===== src/rtl/yuvpk_pkg.sv =====
// Shared types and constants for the RGB pair to packed 4:2:2 converter.
// Holds the BT.601 weights in thousandths, lane stage controls and byte codes.
// No dependencies.
package yuvpk_pkg;

    typedef logic [7:0] t_byte;
    typedef logic signed [9:0] t_coef;
    typedef logic signed [18:0] t_prod;
    typedef logic signed [19:0] t_acc;
    typedef logic [17:0] t_sum;

    typedef struct packed {
        t_coef       w_red;
        t_coef       w_green;
        t_coef       w_blue;
        logic [16:0] offset;
    } t_coef_set;

    // Weights in units of 1/1000, offset already scaled by 1000
    localparam t_coef_set COEF_LUMA = '{
        w_red: 10'sd257, w_green: 10'sd504, w_blue: 10'sd98, offset: 17'd16000};
    localparam t_coef_set COEF_CB = '{
        w_red: -10'sd148, w_green: -10'sd291, w_blue: 10'sd439, offset: 17'd128000};
    localparam t_coef_set COEF_CR = '{
        w_red: 10'sd439, w_green: -10'sd368, w_blue: -10'sd71, offset: 17'd128000};

    // Floor division by 1000: multiply by 1048 / 2^20 (one low at most), then fix up
    localparam int SCALE       = 1000;
    localparam int RECIP       = 1048;
    localparam int RECIP_SHIFT = 20;
    localparam int EST_W       = 18 + 11;

    localparam logic ORDER_YUY2 = 1'b0;
    localparam logic ORDER_UYVY = 1'b1;

    localparam t_byte BYTE_MIN = 8'd16;
    localparam t_byte BYTE_MAX = 8'd239;

    typedef struct packed {
        logic s1_en;
        logic s2_en;
        logic s3_en;
        logic s4_en;
    } t_stage_ctl;

    typedef struct packed {
        t_byte byte_zero;
        t_byte byte_one;
        t_byte byte_two;
        t_byte byte_three;
    } t_packed_out;

endpackage


===== src/rtl/yuvpk_if.sv =====
// Channel interfaces of the converter: pixel pair in, packed bytes out, mode write.
// Depends on yuvpk_pkg.
interface yuvpk_pix_if;
    import yuvpk_pkg::*;
    logic  valid;
    logic  ready;
    t_byte red_first;
    t_byte green_first;
    t_byte blue_first;
    t_byte red_second;
    t_byte green_second;
    t_byte blue_second;

    modport source (output valid, red_first, green_first, blue_first,
                    red_second, green_second, blue_second, input ready);
    modport sink (input valid, red_first, green_first, blue_first,
                  red_second, green_second, blue_second, output ready);
endinterface

interface yuvpk_yuv_if;
    import yuvpk_pkg::*;
    logic  valid;
    logic  ready;
    t_byte packed_byte_zero;
    t_byte packed_byte_one;
    t_byte packed_byte_two;
    t_byte packed_byte_three;

    modport source (output valid, packed_byte_zero, packed_byte_one, packed_byte_two,
                    packed_byte_three, input ready);
    modport sink (input valid, packed_byte_zero, packed_byte_one, packed_byte_two,
                  packed_byte_three, output ready);
endinterface

interface yuvpk_cfg_if;
    logic valid;
    logic ready;
    logic packing_order;

    modport source (output valid, packing_order, input ready);
    modport sink (input valid, packing_order, output ready);
endinterface


===== src/rtl/yuvpk_lane.sv =====
// One conversion lane: three weighted products, sum with offset, floor divide by 1000.
// Four register stages, each loaded by its enable. Depends on yuvpk_pkg.
module yuvpk_lane (
    input  logic                   i_clk,
    input  yuvpk_pkg::t_stage_ctl  i_ctl,
    input  yuvpk_pkg::t_coef_set   i_coef,
    input  yuvpk_pkg::t_byte       i_red,
    input  yuvpk_pkg::t_byte       i_green,
    input  yuvpk_pkg::t_byte       i_blue,
    output yuvpk_pkg::t_byte       o_value
);
    import yuvpk_pkg::*;

    t_prod             r_prod_r, r_prod_g, r_prod_b;
    t_prod             n_prod_r, n_prod_g, n_prod_b;
    t_acc              n_acc;
    t_sum              r_sum, r_sum_d;
    logic [EST_W-1:0]  n_est;
    logic [8:0]        r_q_est;
    t_sum              n_q_scaled;
    t_sum              n_rem;
    logic [8:0]        n_quot;
    t_byte             r_value;

    always_comb begin
        n_prod_r = t_prod'($signed({1'b0, i_red}))   * t_prod'(i_coef.w_red);
        n_prod_g = t_prod'($signed({1'b0, i_green})) * t_prod'(i_coef.w_green);
        n_prod_b = t_prod'($signed({1'b0, i_blue}))  * t_prod'(i_coef.w_blue);
        // Sum is never negative once the offset is in
        n_acc = t_acc'(r_prod_r) + t_acc'(r_prod_g) + t_acc'(r_prod_b)
              + t_acc'($signed({1'b0, i_coef.offset}));
        n_est = EST_W'(r_sum) * EST_W'(RECIP);
        n_q_scaled = t_sum'({9'b0, r_q_est} * t_sum'(SCALE));
        n_rem = r_sum_d - n_q_scaled;
        // Estimate is at most one low: bump it when the remainder reaches 1000
        n_quot = (n_rem >= t_sum'(SCALE)) ? r_q_est + 9'd1 : r_q_est;
    end

    always_ff @(posedge i_clk) begin
        if (i_ctl.s1_en) begin
            r_prod_r <= n_prod_r;
            r_prod_g <= n_prod_g;
            r_prod_b <= n_prod_b;
        end
        if (i_ctl.s2_en) begin
            r_sum <= n_acc[17:0];
        end
        if (i_ctl.s3_en) begin
            r_sum_d <= r_sum;
            r_q_est <= n_est[RECIP_SHIFT +: 9];
        end
        if (i_ctl.s4_en) begin
            r_value <= n_quot[7:0];
        end
    end

    assign o_value = r_value;

endmodule


===== src/rtl/yuvpk_merge.sv =====
// Output stage: places the four lane results in YUY2 or UYVY byte order and holds them.
// Depends on yuvpk_pkg.
module yuvpk_merge (
    input  logic                    i_clk,
    input  logic                    i_en,
    input  logic                    i_order,
    input  yuvpk_pkg::t_byte        i_luma_first,
    input  yuvpk_pkg::t_byte        i_cb,
    input  yuvpk_pkg::t_byte        i_luma_second,
    input  yuvpk_pkg::t_byte        i_cr,
    output yuvpk_pkg::t_packed_out  o_bytes
);
    import yuvpk_pkg::*;

    t_packed_out r_bytes;
    t_packed_out n_bytes;

    always_comb begin
        case (i_order)
            ORDER_YUY2: begin
                n_bytes = '{byte_zero: i_luma_first, byte_one: i_cb,
                            byte_two: i_luma_second, byte_three: i_cr};
            end
            ORDER_UYVY: begin
                n_bytes = '{byte_zero: i_cb, byte_one: i_luma_first,
                            byte_two: i_cr, byte_three: i_luma_second};
            end
            default: begin
                n_bytes = '{byte_zero: i_luma_first, byte_one: i_cb,
                            byte_two: i_luma_second, byte_three: i_cr};
            end
        endcase
    end

    always_ff @(posedge i_clk) begin
        if (i_en) begin
            r_bytes <= n_bytes;
        end
    end

    assign o_bytes = r_bytes;

endmodule


===== src/rtl/rgb_pair_to_yuv422_packer_unit.sv =====
// Top level of the RGB pair to packed 4:2:2 converter.
// Depends on yuvpk_pkg, the yuvpk interfaces, yuvpk_lane and yuvpk_merge.
//
// Takes one pair of 8-bit RGB pixels per transaction and returns four packed bytes
// (YUY2: Y0 Cb Y1 Cr, UYVY: Cb Y0 Cr Y1, chosen by the one-bit mode register).
// Four lanes (Y0, Cb, Y1, Cr) run side by side; each is four stages deep (products,
// sum, reciprocal multiply, remainder fix-up) and a merge stage orders the bytes, so a
// result passes five registered stages. One pair is accepted every cycle unless stage
// one is held; each stage holds its item only while the stage after it is full and
// stalled, so a waiting result does not block the pairs behind it until all are full.
// Write the mode only while no pair is in flight.
module rgb_pair_to_yuv422_packer_unit (
    input  logic          i_clk,
    input  logic          i_rst_n,
    yuvpk_pix_if.sink     i_pix,
    yuvpk_cfg_if.sink     i_cfg,
    yuvpk_yuv_if.source   o_yuv
);
    import yuvpk_pkg::*;

    logic        r_order;
    logic        r_v1, r_v2, r_v3, r_v4, r_v5;
    logic        adv1, adv2, adv3, adv4, adv5;
    t_stage_ctl  lane_ctl;
    t_byte       luma_first, luma_second, chroma_b, chroma_r;
    t_packed_out out_bytes;

    // A stage moves when it is empty or the one after it moves
    assign adv5 = !r_v5 || o_yuv.ready;
    assign adv4 = !r_v4 || adv5;
    assign adv3 = !r_v3 || adv4;
    assign adv2 = !r_v2 || adv3;
    assign adv1 = !r_v1 || adv2;

    assign lane_ctl = '{s1_en: adv1, s2_en: adv2, s3_en: adv3, s4_en: adv4};

    assign i_pix.ready = adv1;
    assign i_cfg.ready = 1'b1;

    always_ff @(posedge i_clk) begin
        if (!i_rst_n) begin
            r_order <= ORDER_YUY2;
            r_v1    <= 1'b0;
            r_v2    <= 1'b0;
            r_v3    <= 1'b0;
            r_v4    <= 1'b0;
            r_v5    <= 1'b0;
        end else begin
            if (i_cfg.valid) begin
                r_order <= i_cfg.packing_order;
            end
            if (adv1) begin
                r_v1 <= i_pix.valid;
            end
            if (adv2) begin
                r_v2 <= r_v1;
            end
            if (adv3) begin
                r_v3 <= r_v2;
            end
            if (adv4) begin
                r_v4 <= r_v3;
            end
            if (adv5) begin
                r_v5 <= r_v4;
            end
        end
    end

    yuvpk_lane u_lane_y0 (
        .i_clk   (i_clk),
        .i_ctl   (lane_ctl),
        .i_coef  (COEF_LUMA),
        .i_red   (i_pix.red_first),
        .i_green (i_pix.green_first),
        .i_blue  (i_pix.blue_first),
        .o_value (luma_first)
    );

    yuvpk_lane u_lane_cb (
        .i_clk   (i_clk),
        .i_ctl   (lane_ctl),
        .i_coef  (COEF_CB),
        .i_red   (i_pix.red_first),
        .i_green (i_pix.green_first),
        .i_blue  (i_pix.blue_first),
        .o_value (chroma_b)
    );

    yuvpk_lane u_lane_y1 (
        .i_clk   (i_clk),
        .i_ctl   (lane_ctl),
        .i_coef  (COEF_LUMA),
        .i_red   (i_pix.red_second),
        .i_green (i_pix.green_second),
        .i_blue  (i_pix.blue_second),
        .o_value (luma_second)
    );

    yuvpk_lane u_lane_cr (
        .i_clk   (i_clk),
        .i_ctl   (lane_ctl),
        .i_coef  (COEF_CR),
        .i_red   (i_pix.red_second),
        .i_green (i_pix.green_second),
        .i_blue  (i_pix.blue_second),
        .o_value (chroma_r)
    );

    yuvpk_merge u_merge (
        .i_clk         (i_clk),
        .i_en          (adv5),
        .i_order       (r_order),
        .i_luma_first  (luma_first),
        .i_cb          (chroma_b),
        .i_luma_second (luma_second),
        .i_cr          (chroma_r),
        .o_bytes       (out_bytes)
    );

    assign o_yuv.valid             = r_v5;
    assign o_yuv.packed_byte_zero  = out_bytes.byte_zero;
    assign o_yuv.packed_byte_one   = out_bytes.byte_one;
    assign o_yuv.packed_byte_two   = out_bytes.byte_two;
    assign o_yuv.packed_byte_three = out_bytes.byte_three;

`ifndef SYNTHESIS
    a_out_from_stage4: assert property (@(posedge i_clk) disable iff (!i_rst_n)
        $rose(r_v5) |-> $past(r_v4))
        else $error("output valid rose without a result in the last lane stage");

    a_full_stall_blocks: assert property (@(posedge i_clk) disable iff (!i_rst_n)
        (r_v1 && r_v2 && r_v3 && r_v4 && r_v5 && !o_yuv.ready) |-> !i_pix.ready)
        else $error("pair accepted while every stage is full and stalled");

    a_bubble_takes_input: assert property (@(posedge i_clk) disable iff (!i_rst_n)
        (!r_v1 || !r_v2 || !r_v3 || !r_v4 || !r_v5 || o_yuv.ready) |-> i_pix.ready)
        else $error("input stalled although the pipeline has room");

    a_bytes_in_range: assert property (@(posedge i_clk) disable iff (!i_rst_n)
        r_v5 |-> (out_bytes.byte_zero >= BYTE_MIN && out_bytes.byte_zero <= BYTE_MAX
               && out_bytes.byte_one >= BYTE_MIN && out_bytes.byte_one <= BYTE_MAX
               && out_bytes.byte_two >= BYTE_MIN && out_bytes.byte_two <= BYTE_MAX
               && out_bytes.byte_three >= BYTE_MIN && out_bytes.byte_three <= BYTE_MAX))
        else $error("packed byte outside the studio range");
`endif

endmodule

===== src/flat_wrapper.sv =====
// flat-port wrapper written by rule: the top's interface ports become plain ports
module rgb_pair_to_yuv422_packer_unit_flat import yuvpk_pkg::*;
  (i_clk, i_rst_n, i_pix_valid, i_pix_red_first, i_pix_green_first, i_pix_blue_first, i_pix_red_second, i_pix_green_second, i_pix_blue_second, i_pix_ready, i_cfg_valid, i_cfg_packing_order, i_cfg_ready, o_yuv_valid, o_yuv_packed_byte_zero, o_yuv_packed_byte_one, o_yuv_packed_byte_two, o_yuv_packed_byte_three, o_yuv_ready);
  yuvpk_pix_if i_pix_i ();
  yuvpk_cfg_if i_cfg_i ();
  yuvpk_yuv_if o_yuv_i ();
  input  logic i_clk;
  input  logic i_rst_n;
  input wire logic [$bits(i_pix_i.valid)-1:0] i_pix_valid;
  input wire logic [$bits(i_pix_i.red_first)-1:0] i_pix_red_first;
  input wire logic [$bits(i_pix_i.green_first)-1:0] i_pix_green_first;
  input wire logic [$bits(i_pix_i.blue_first)-1:0] i_pix_blue_first;
  input wire logic [$bits(i_pix_i.red_second)-1:0] i_pix_red_second;
  input wire logic [$bits(i_pix_i.green_second)-1:0] i_pix_green_second;
  input wire logic [$bits(i_pix_i.blue_second)-1:0] i_pix_blue_second;
  output wire logic [$bits(i_pix_i.ready)-1:0] i_pix_ready;
  input wire logic [$bits(i_cfg_i.valid)-1:0] i_cfg_valid;
  input wire logic [$bits(i_cfg_i.packing_order)-1:0] i_cfg_packing_order;
  output wire logic [$bits(i_cfg_i.ready)-1:0] i_cfg_ready;
  output wire logic [$bits(o_yuv_i.valid)-1:0] o_yuv_valid;
  output wire logic [$bits(o_yuv_i.packed_byte_zero)-1:0] o_yuv_packed_byte_zero;
  output wire logic [$bits(o_yuv_i.packed_byte_one)-1:0] o_yuv_packed_byte_one;
  output wire logic [$bits(o_yuv_i.packed_byte_two)-1:0] o_yuv_packed_byte_two;
  output wire logic [$bits(o_yuv_i.packed_byte_three)-1:0] o_yuv_packed_byte_three;
  input wire logic [$bits(o_yuv_i.ready)-1:0] o_yuv_ready;
  assign i_pix_i.valid = i_pix_valid;
  assign i_pix_i.red_first = i_pix_red_first;
  assign i_pix_i.green_first = i_pix_green_first;
  assign i_pix_i.blue_first = i_pix_blue_first;
  assign i_pix_i.red_second = i_pix_red_second;
  assign i_pix_i.green_second = i_pix_green_second;
  assign i_pix_i.blue_second = i_pix_blue_second;
  assign i_pix_ready = i_pix_i.ready;
  assign i_cfg_i.valid = i_cfg_valid;
  assign i_cfg_i.packing_order = i_cfg_packing_order;
  assign i_cfg_ready = i_cfg_i.ready;
  assign o_yuv_valid = o_yuv_i.valid;
  assign o_yuv_packed_byte_zero = o_yuv_i.packed_byte_zero;
  assign o_yuv_packed_byte_one = o_yuv_i.packed_byte_one;
  assign o_yuv_packed_byte_two = o_yuv_i.packed_byte_two;
  assign o_yuv_packed_byte_three = o_yuv_i.packed_byte_three;
  assign o_yuv_i.ready = o_yuv_ready;
  rgb_pair_to_yuv422_packer_unit u_core (.i_clk(i_clk), .i_rst_n(i_rst_n), .i_pix(i_pix_i), .i_cfg(i_cfg_i), .o_yuv(o_yuv_i));
endmodule

===== config.mk =====
export PLATFORM = sky130hd
export DESIGN_NAME = rgb_pair_to_yuv422_packer_unit_flat
export DESIGN_NICKNAME = d
export VERILOG_FILES = /design/src/rtl/yuvpk_pkg.sv /design/src/rtl/yuvpk_if.sv /design/src/rtl/yuvpk_lane.sv /design/src/rtl/yuvpk_merge.sv /design/src/rtl/rgb_pair_to_yuv422_packer_unit.sv /design/src/flat_wrapper.sv
export SDC_FILE = /design/constraint.sdc
export NUM_CORES = 2
export LEC_CHECK = 0
export ABC_CLOCK_PERIOD_IN_PS = 7500
export BUFFER_PORTS_ARGS = -buffer_cell sky130_fd_sc_hd__buf_2
export CAP_MARGIN = 30
export CORE_MARGIN = 1.5
export CORE_UTILIZATION = 47
export CTS_BUF_LIST = sky130_fd_sc_hd__clkbuf_16
export DETAILED_ROUTE_END_ITERATION = 8
export PLACE_DENSITY_LB_ADDON = 0.08
export SYNTH_ARGS = -nofsm -noshare
export SYNTH_HDL_FRONTEND = slang
export SYNTH_SLANG_ARGS = --single-unit

===== constraint.sdc =====
create_clock -name i_clk -period 7.5 [get_ports i_clk]
set_input_delay 0.75 -clock i_clk [delete_from_list [all_inputs] [get_ports i_clk]]
set_output_delay 0.75 -clock i_clk [all_outputs]
set_load 0.005 [all_outputs]

After elaboration in Yosys (flattened, before gate mapping)
Cells that the tools add are included.
{"block": "classes", "bitwise_logic": 1, "add_sub_neg": 20, "n_lt_le_gt_ge": 4, "n_mul": 20, "mux": 5, "reduce_logical": 10}
{"cell": "multiplier 18 x 8 -> 26 bit (second input constant)", "n": 4}
{"cell": "greater-or-equal comparator 18 x 10 -> 1 bit (second input constant)", "n": 4}
{"cell": "subtractor 18 bit", "n": 4}
{"cell": "multiplier 8 x 9 -> 17 bit (second input constant)", "n": 4}
{"cell": "case mux 32 bit (2 select lines)", "n": 1}
{"cell": "multiplier 9 x 7 -> 15 bit (second input constant)", "n": 4}
{"cell": "multiplier 8 x 6 -> 14 bit (second input constant)", "n": 4}
{"cell": "adder 18 bit", "n": 3}
{"cell": "adder 17 x 17 -> 18 bit", "n": 2}
{"cell": "adder 18 x 15 -> 18 bit", "n": 2}
{"cell": "adder 18 x 15 -> 18 bit (second input constant)", "n": 2}
{"cell": "adder 18 bit (second input constant)", "n": 2}
{"cell": "adder 8 x 1 -> 8 bit (second input constant)", "n": 4}
{"cell": "2-to-1 mux 8 bit", "n": 4}
{"cell": "adder 18 x 17 -> 18 bit", "n": 1}
{"cell": "multiplier 9 x 10 -> 18 bit (second input constant)", "n": 1}
{"cell": "multiplier 9 x 8 -> 17 bit (second input constant)", "n": 1}
{"cell": "multiplier 9 x 7 -> 16 bit (second input constant)", "n": 1}
{"cell": "multiplier 9 x 6 -> 14 bit (second input constant)", "n": 1}
{"cell": "logical NOT 1 bit", "n": 5}
{"cell": "logical OR 1 bit", "n": 5}
{"cell": "inverter 1 bit", "n": 1}
{"block": "totals", "elab_cells": 98, "input_bits": 54, "regBits": 439}

Logic depth before layout (Yosys ltp)
{"block": "depth", "ltp_word": 6, "mapped_depth": 26, "ltp_nobuf": 25}

Modules after synthesis
Synthesis repeated with hierarchy kept, for this count alone.
{"block": "hier_totals", "cells_unflattened": 6849, "hier_area_um2": 69489.1}
{"mod": "yuvpk_lane at u_core.u_lane_cr", "n_inst": 1, "cells_per_inst": 1700, "area_each_um2": 16996.3}
{"mod": "yuvpk_lane at u_core.u_lane_y1", "n_inst": 1, "cells_per_inst": 1691, "area_each_um2": 16953.8}
{"mod": "yuvpk_lane at u_core.u_lane_y0", "n_inst": 1, "cells_per_inst": 1678, "area_each_um2": 16898.7}
{"mod": "yuvpk_lane at u_core.u_lane_cb", "n_inst": 1, "cells_per_inst": 1683, "area_each_um2": 16877.4}
{"mod": "yuvpk_merge", "n_inst": 1, "cells_per_inst": 68, "area_each_um2": 1505.2}
{"mod": "rgb_pair_to_yuv422_packer_unit", "n_inst": 1, "cells_per_inst": 29, "area_each_um2": 257.7}

Least setup slack after synthesis
No wires, ideal clock.
{"block": "synth_timing", "path_type": "input port to flip-flop", "startpoint": "input port o_yuv_ready", "endpoint": "register u_core.u_lane_cb.r_prod_b[0] (enable)", "required_ps": 5727, "path_buffers": 0, "setup_time_ps": 1773, "stages": 3, "slack_ps": 833, "arrival_ps": 4894, "cell_sequence": "nor2b_1 and3_1 nand3_1"}
{"block": "synth_between", "elab_chain_len": 5}
{"element": "start, declared", "line_no": "flat_wrapper.sv:25", "text": "input wire logic [$bits(o_yuv_i.ready)-1:0] o_yuv_ready;"}
{"element": "logical OR 1 bit", "line_no": "rgb_pair_to_yuv422_packer_unit.sv:29", "text": "assign adv5 = !r_v5 || o_yuv.ready;"}
{"element": "logical OR 1 bit", "line_no": "rgb_pair_to_yuv422_packer_unit.sv:30", "text": "assign adv4 = !r_v4 || adv5;"}
{"element": "logical OR 1 bit", "line_no": "rgb_pair_to_yuv422_packer_unit.sv:31", "text": "assign adv3 = !r_v3 || adv4;"}
{"element": "logical OR 1 bit", "line_no": "rgb_pair_to_yuv422_packer_unit.sv:32", "text": "assign adv2 = !r_v2 || adv3;"}
{"element": "logical OR 1 bit", "line_no": "rgb_pair_to_yuv422_packer_unit.sv:33", "text": "assign adv1 = !r_v1 || adv2;"}
{"element": "via i_pix_ready", "line_no": "flat_wrapper.sv:16", "text": "output wire logic [$bits(i_pix_i.ready)-1:0] i_pix_ready;"}
{"element": "end signal, assigned", "line_no": "yuvpk_lane.sv:43", "text": "r_prod_b <= n_prod_b;"}
{"element": "end, declared", "line_no": "yuvpk_lane.sv:14", "text": "t_prod r_prod_r, r_prod_g, r_prod_b;"}
The timed path passes the listed nets, and every way through them passes these cells.
A chain may end at the register's enable or synchronous reset.

Final worst setup path
{"block": "layout_timing", "startpoint": "register u_core.u_lane_cb.r_q_est[0]", "endpoint": "register u_core.u_lane_cb.r_value[6] (netlist: u_core.u_lane_cb.o_value[6]), data pin"}
{"block": "layout_between", "elab_chain_len": 4, "word_cells_on_any_way": 5}
{"element": "start, declared", "line_no": "yuvpk_lane.sv:19", "text": "logic [8:0] r_q_est;"}
{"element": "start signal, assigned", "line_no": "yuvpk_lane.sv:50", "text": "r_q_est <= n_est[RECIP_SHIFT +: 9];"}
{"element": "multiplier 9 x 7 -> 15 bit", "line_no": "yuvpk_lane.sv:33", "text": "n_q_scaled = t_sum'({9'b0, r_q_est} * t_sum'(SCALE));"}
{"element": "subtractor 18 bit", "line_no": "yuvpk_lane.sv:34", "text": "n_rem = r_sum_d - n_q_scaled;"}
{"element": "greater-or-equal comparator 18 x 10 -> 1 bit", "line_no": "yuvpk_lane.sv:36", "text": "n_quot = (n_rem >= t_sum'(SCALE)) ? r_q_est + 9'd1 : r_q_est;"}
{"element": "2-to-1 mux 8 bit *", "line_no": "yuvpk_lane.sv:36"}
{"element": "via u_core.u_lane_cb.n_quot[6]", "line_no": "yuvpk_lane.sv:22", "text": "logic [8:0] n_quot;"}
{"element": "end signal, assigned", "line_no": "yuvpk_lane.sv:53", "text": "r_value <= n_quot[7:0];"}
{"element": "end, declared", "line_no": "yuvpk_lane.sv:23", "text": "t_byte r_value;"}
The timed path passes the listed nets; every way through them passes the cells marked *.

==> impl_metrics.yaml <==
clocking:
  cts_root_buf: "clkbuf_16"
  clock_latency_ps: 600
  cts_sinks: 401
  numCtsBuffers: 49
  clk_pin_slew_ps: 60
  hold_buffers: 0
  cts_buffer_depth: 3
  cts_max_level: 2
  cts_tree: "done"
hold_path:
  hp-class: "input port to flop"
routing:
  drc: 0
  wirelength_um: 82200
  via_per_inst: 5.00
  wl_per_cell_um: 15.7
  num_vias: 26200
  dr.first_iter.drc_count: 1105
  dr.pass1.iters: 7
  drtAntennaViolNets: 0
yosys:
  synth-simple-area-share: 0.0578
  synth_ff_type: "edfxtp_1"
  synth_top_area_share: 0.278
  synth_edf_count: 395
  syn_inst: 3884
  synth_cell_type_count: 75
  synth.avg_cell_area_um2: 11.0
  synth-async-reset-ratio: 0
  netlist.top_cell.by_area: "edfxtp_1"
  yosys-top-cells-area: "edfxtp_1, ha_1, fa_1"
  yosysWarnings: 0
  yosysSeqAreaShare: 0.281
  synth_seq_cells: 401
  synthMuxAreaShare: 0.0102
  yosys.area_share.adder: 0.430
  syn-num-nets: 5184
  synth_compound_gate_area_share: 0.0847
  synthXorXnorAreaFrac: 0.0585
  yosysMostFrequentCell: "ha_1"
  ys_top_cells_by_count: "ha_1, inv_1, edfxtp_1, fa_1, xnor2_1"
  synth_top_family_by_area: "adder cells"
  syn_area_um2: 42700
global_route:
  grt_max_degree: 164
  grt_usage: 0.184
  grt_pass1_vias: 26800
  antenna_found_initial: 0
  grt_pass1_wl_um: 138000
  grt_remaining_overflow: 0
outcome:
  outcome: "finished, final reports clean"
placement:
  dp_hpwl_um: 69300
  place.gp.congestion: 0.837
  numPortBuffers: 87
final_layout:
  nFillCells: 8275
  regArea_um2: 12000
  antennaDiodeCount: 0
  area_growth_pct: 8.50
  drive_gt1_frac: 0.0612
  multi_input_comb_area_um2: 27400
  final_nets: 5314
sta:
  timing.final.crit_share: 0.935
  finalCriticalPeriod_ps: 7010
  tightestPinTransition_ps: 1320
  setup_violations: 0
  clock_skew_ps: 27.6
  slew_headroom: 0.118
  fin_tns_setup_ps: 0
  grt_setup_unrepaired: "no"
  fmax_mhz: 143
  maxSlewViolCount: 0
  hold_viol_final: 0
floorplanning:
  pin_count: 89
  rows: 110
  die_y_um: 304
  die-area_um2: 92600
  start_util: 0.474
  core_um2: 90000
  dieWidth_um: 304
worst_setup_path:
  crit_fanout: 9
  crit_type: "flop to flop"
  arrival_ps: 7360
  worstPathRequired_ps: 7850
  start_kind: "flop"
  r2r_slack_ps: 490
  critPathCaptureType: "flop"
flow_run:
  cap_violations: 0
==> worst max-delay path, cell delays in order, from the launching register on <==
cell,delay [ps]
edfxtp_1,520
fa_1,560
xor2_1,190
ha_1,280
inv_1,50
fa_1,480
fa_1,520
inv_1,40
ha_1,320
o21ai_0,120
a21oi_1,120
o21ai_0,230
a21boi_0,130
o21a_1,190
o21ai_0,160
mux2_2,350
a2111oi_1,420
ha_1,360
nor2b_1,170
o31a_1,240
a2111oi_1,400
nand4_1,170
or4_4,520
nand4_1,140
xnor2_1,60
==> logic make-up after synthesis <==
| kind of cell | after synthesis |
|---|---|
| adders and majority gates | 1246 |
| buffers and inverters | 877 |
| AOI/OAI and AO/OA | 555 |
| and+or+nand+nor | 483 |
| DFF | 401 |
| xor gates and xnor gates | 282 |
| muxes | 39 |
| other | 1 |
==> registers in the layout (all words and copies together) (netlist names), 11 cells and up <==
signal,count
u_core.u_merge.o_bytes,32
u_core.u_lane_cb.r_prod_g,18
u_core.u_lane_cb.r_sum,18
u_core.u_lane_cr.r_sum,18
u_core.u_lane_y0.r_sum,18
u_core.u_lane_y1.r_sum,18
u_core.u_lane_cb.r_prod_b,17
u_core.u_lane_cr.r_prod_b,17
u_core.u_lane_cr.r_prod_r,17
u_core.u_lane_cb.r_prod_r,15
u_core.u_lane_cb.r_sum_d,15
u_core.u_lane_cr.r_sum_d,15
u_core.u_lane_y0.r_sum_d,15
u_core.u_lane_y1.r_sum_d,15
u_core.u_lane_y1.r_prod_g,14
u_core.u_lane_cr.r_prod_g,13
u_core.u_lane_y0.r_prod_b,13
u_core.u_lane_y0.r_prod_g,13
u_core.u_lane_y1.r_prod_b,11
==> cell type report <==
cell class                 instances  area share
clock buffer                      49      0.0265
clock inverter                    41     0.00973
inverter                         861      0.0699
multi-input combinational       2606       0.592
sequential                       401       0.259
tap                             1176      0.0318
timing repair buffer              95      0.0114
==> layer usage <==
layer | vias to the layer above | part of all wire | global-route usage
met4 | 0 | 0.015 | 0.0344
met5 | - | 0 | 0
li1 | 13500 | - | -
met3 | 76 | 0.025 | 0.0203
met2 | 254 | 0.45 | 0.299
met1 | 12400 | 0.51 | 0.268
==> per-stage QoR <==
stage | hold WS (ps) | cells | area, um^2 | util | worst slack (ps)
5_1_grt | 395 | 5229 | 46300 | 0.514 | 51.6
2_1_floorplan | 450 | 3884 | 42700 | - | 833
4_1_cts | 347 | 5226 | 46300 | 0.514 | 236
3_3_place_gp | 457 | 5136 | 44600 | 0.495 | 409
3_5_place_dp | 467 | 5136 | 44600 | 0.495 | 296
6_report | 397 | 5229 | 46300 | 0.514 | 486
==> placed cells by master (no fill, tap or decap), drive strengths merged, types with 14 or more instances in the layout <==
cell,instances
nand2b,27
clkbuf,49
clkinv,21
nor2,114
or3,18
a21boi,14
xnor2,208
buf,95
o21ai,91
nor3,45
o21bai,41
a21oi,174
or2,18
and3,28
nand4,19
nand2,79
a211oi,16
nand3,63
ha,876
edfxtp,395
xor2,72
mux2,35
fa,370
a21o,52
inv,867
a31oi,22
nor2b,41
o21a,29
==> path summary, 6_finish.rpt <==
kind / from / end / cells past startpoint
min: i_pix_valid / u_core.r_v1$_SDFFE_PN0P_ / 3
min reg2reg: u_core.r_v3$_SDFFE_PN0P_ / u_core.r_v4$_SDFFE_PN0P_ / 2
max reg2reg: u_core.u_lane_cb.r_q_est[0]$_DFFE_PP_ / u_core.u_lane_cb.o_value[6]$_DFFE_PP_ / 24
max: u_core.u_lane_cb.r_q_est[0]$_DFFE_PP_ / u_core.u_lane_cb.o_value[6]$_DFFE_PP_ / 24
==> timing repair <==
action / CTS / global route
buffers inserted: 0 / 2
setup endpoints to repair: 0 / 8
gates resized for setup: 0 / 3
Power is left out: the tool's default activity adds up to more than one toggle a clock period on the data nets, which glitch-free logic cannot reach.
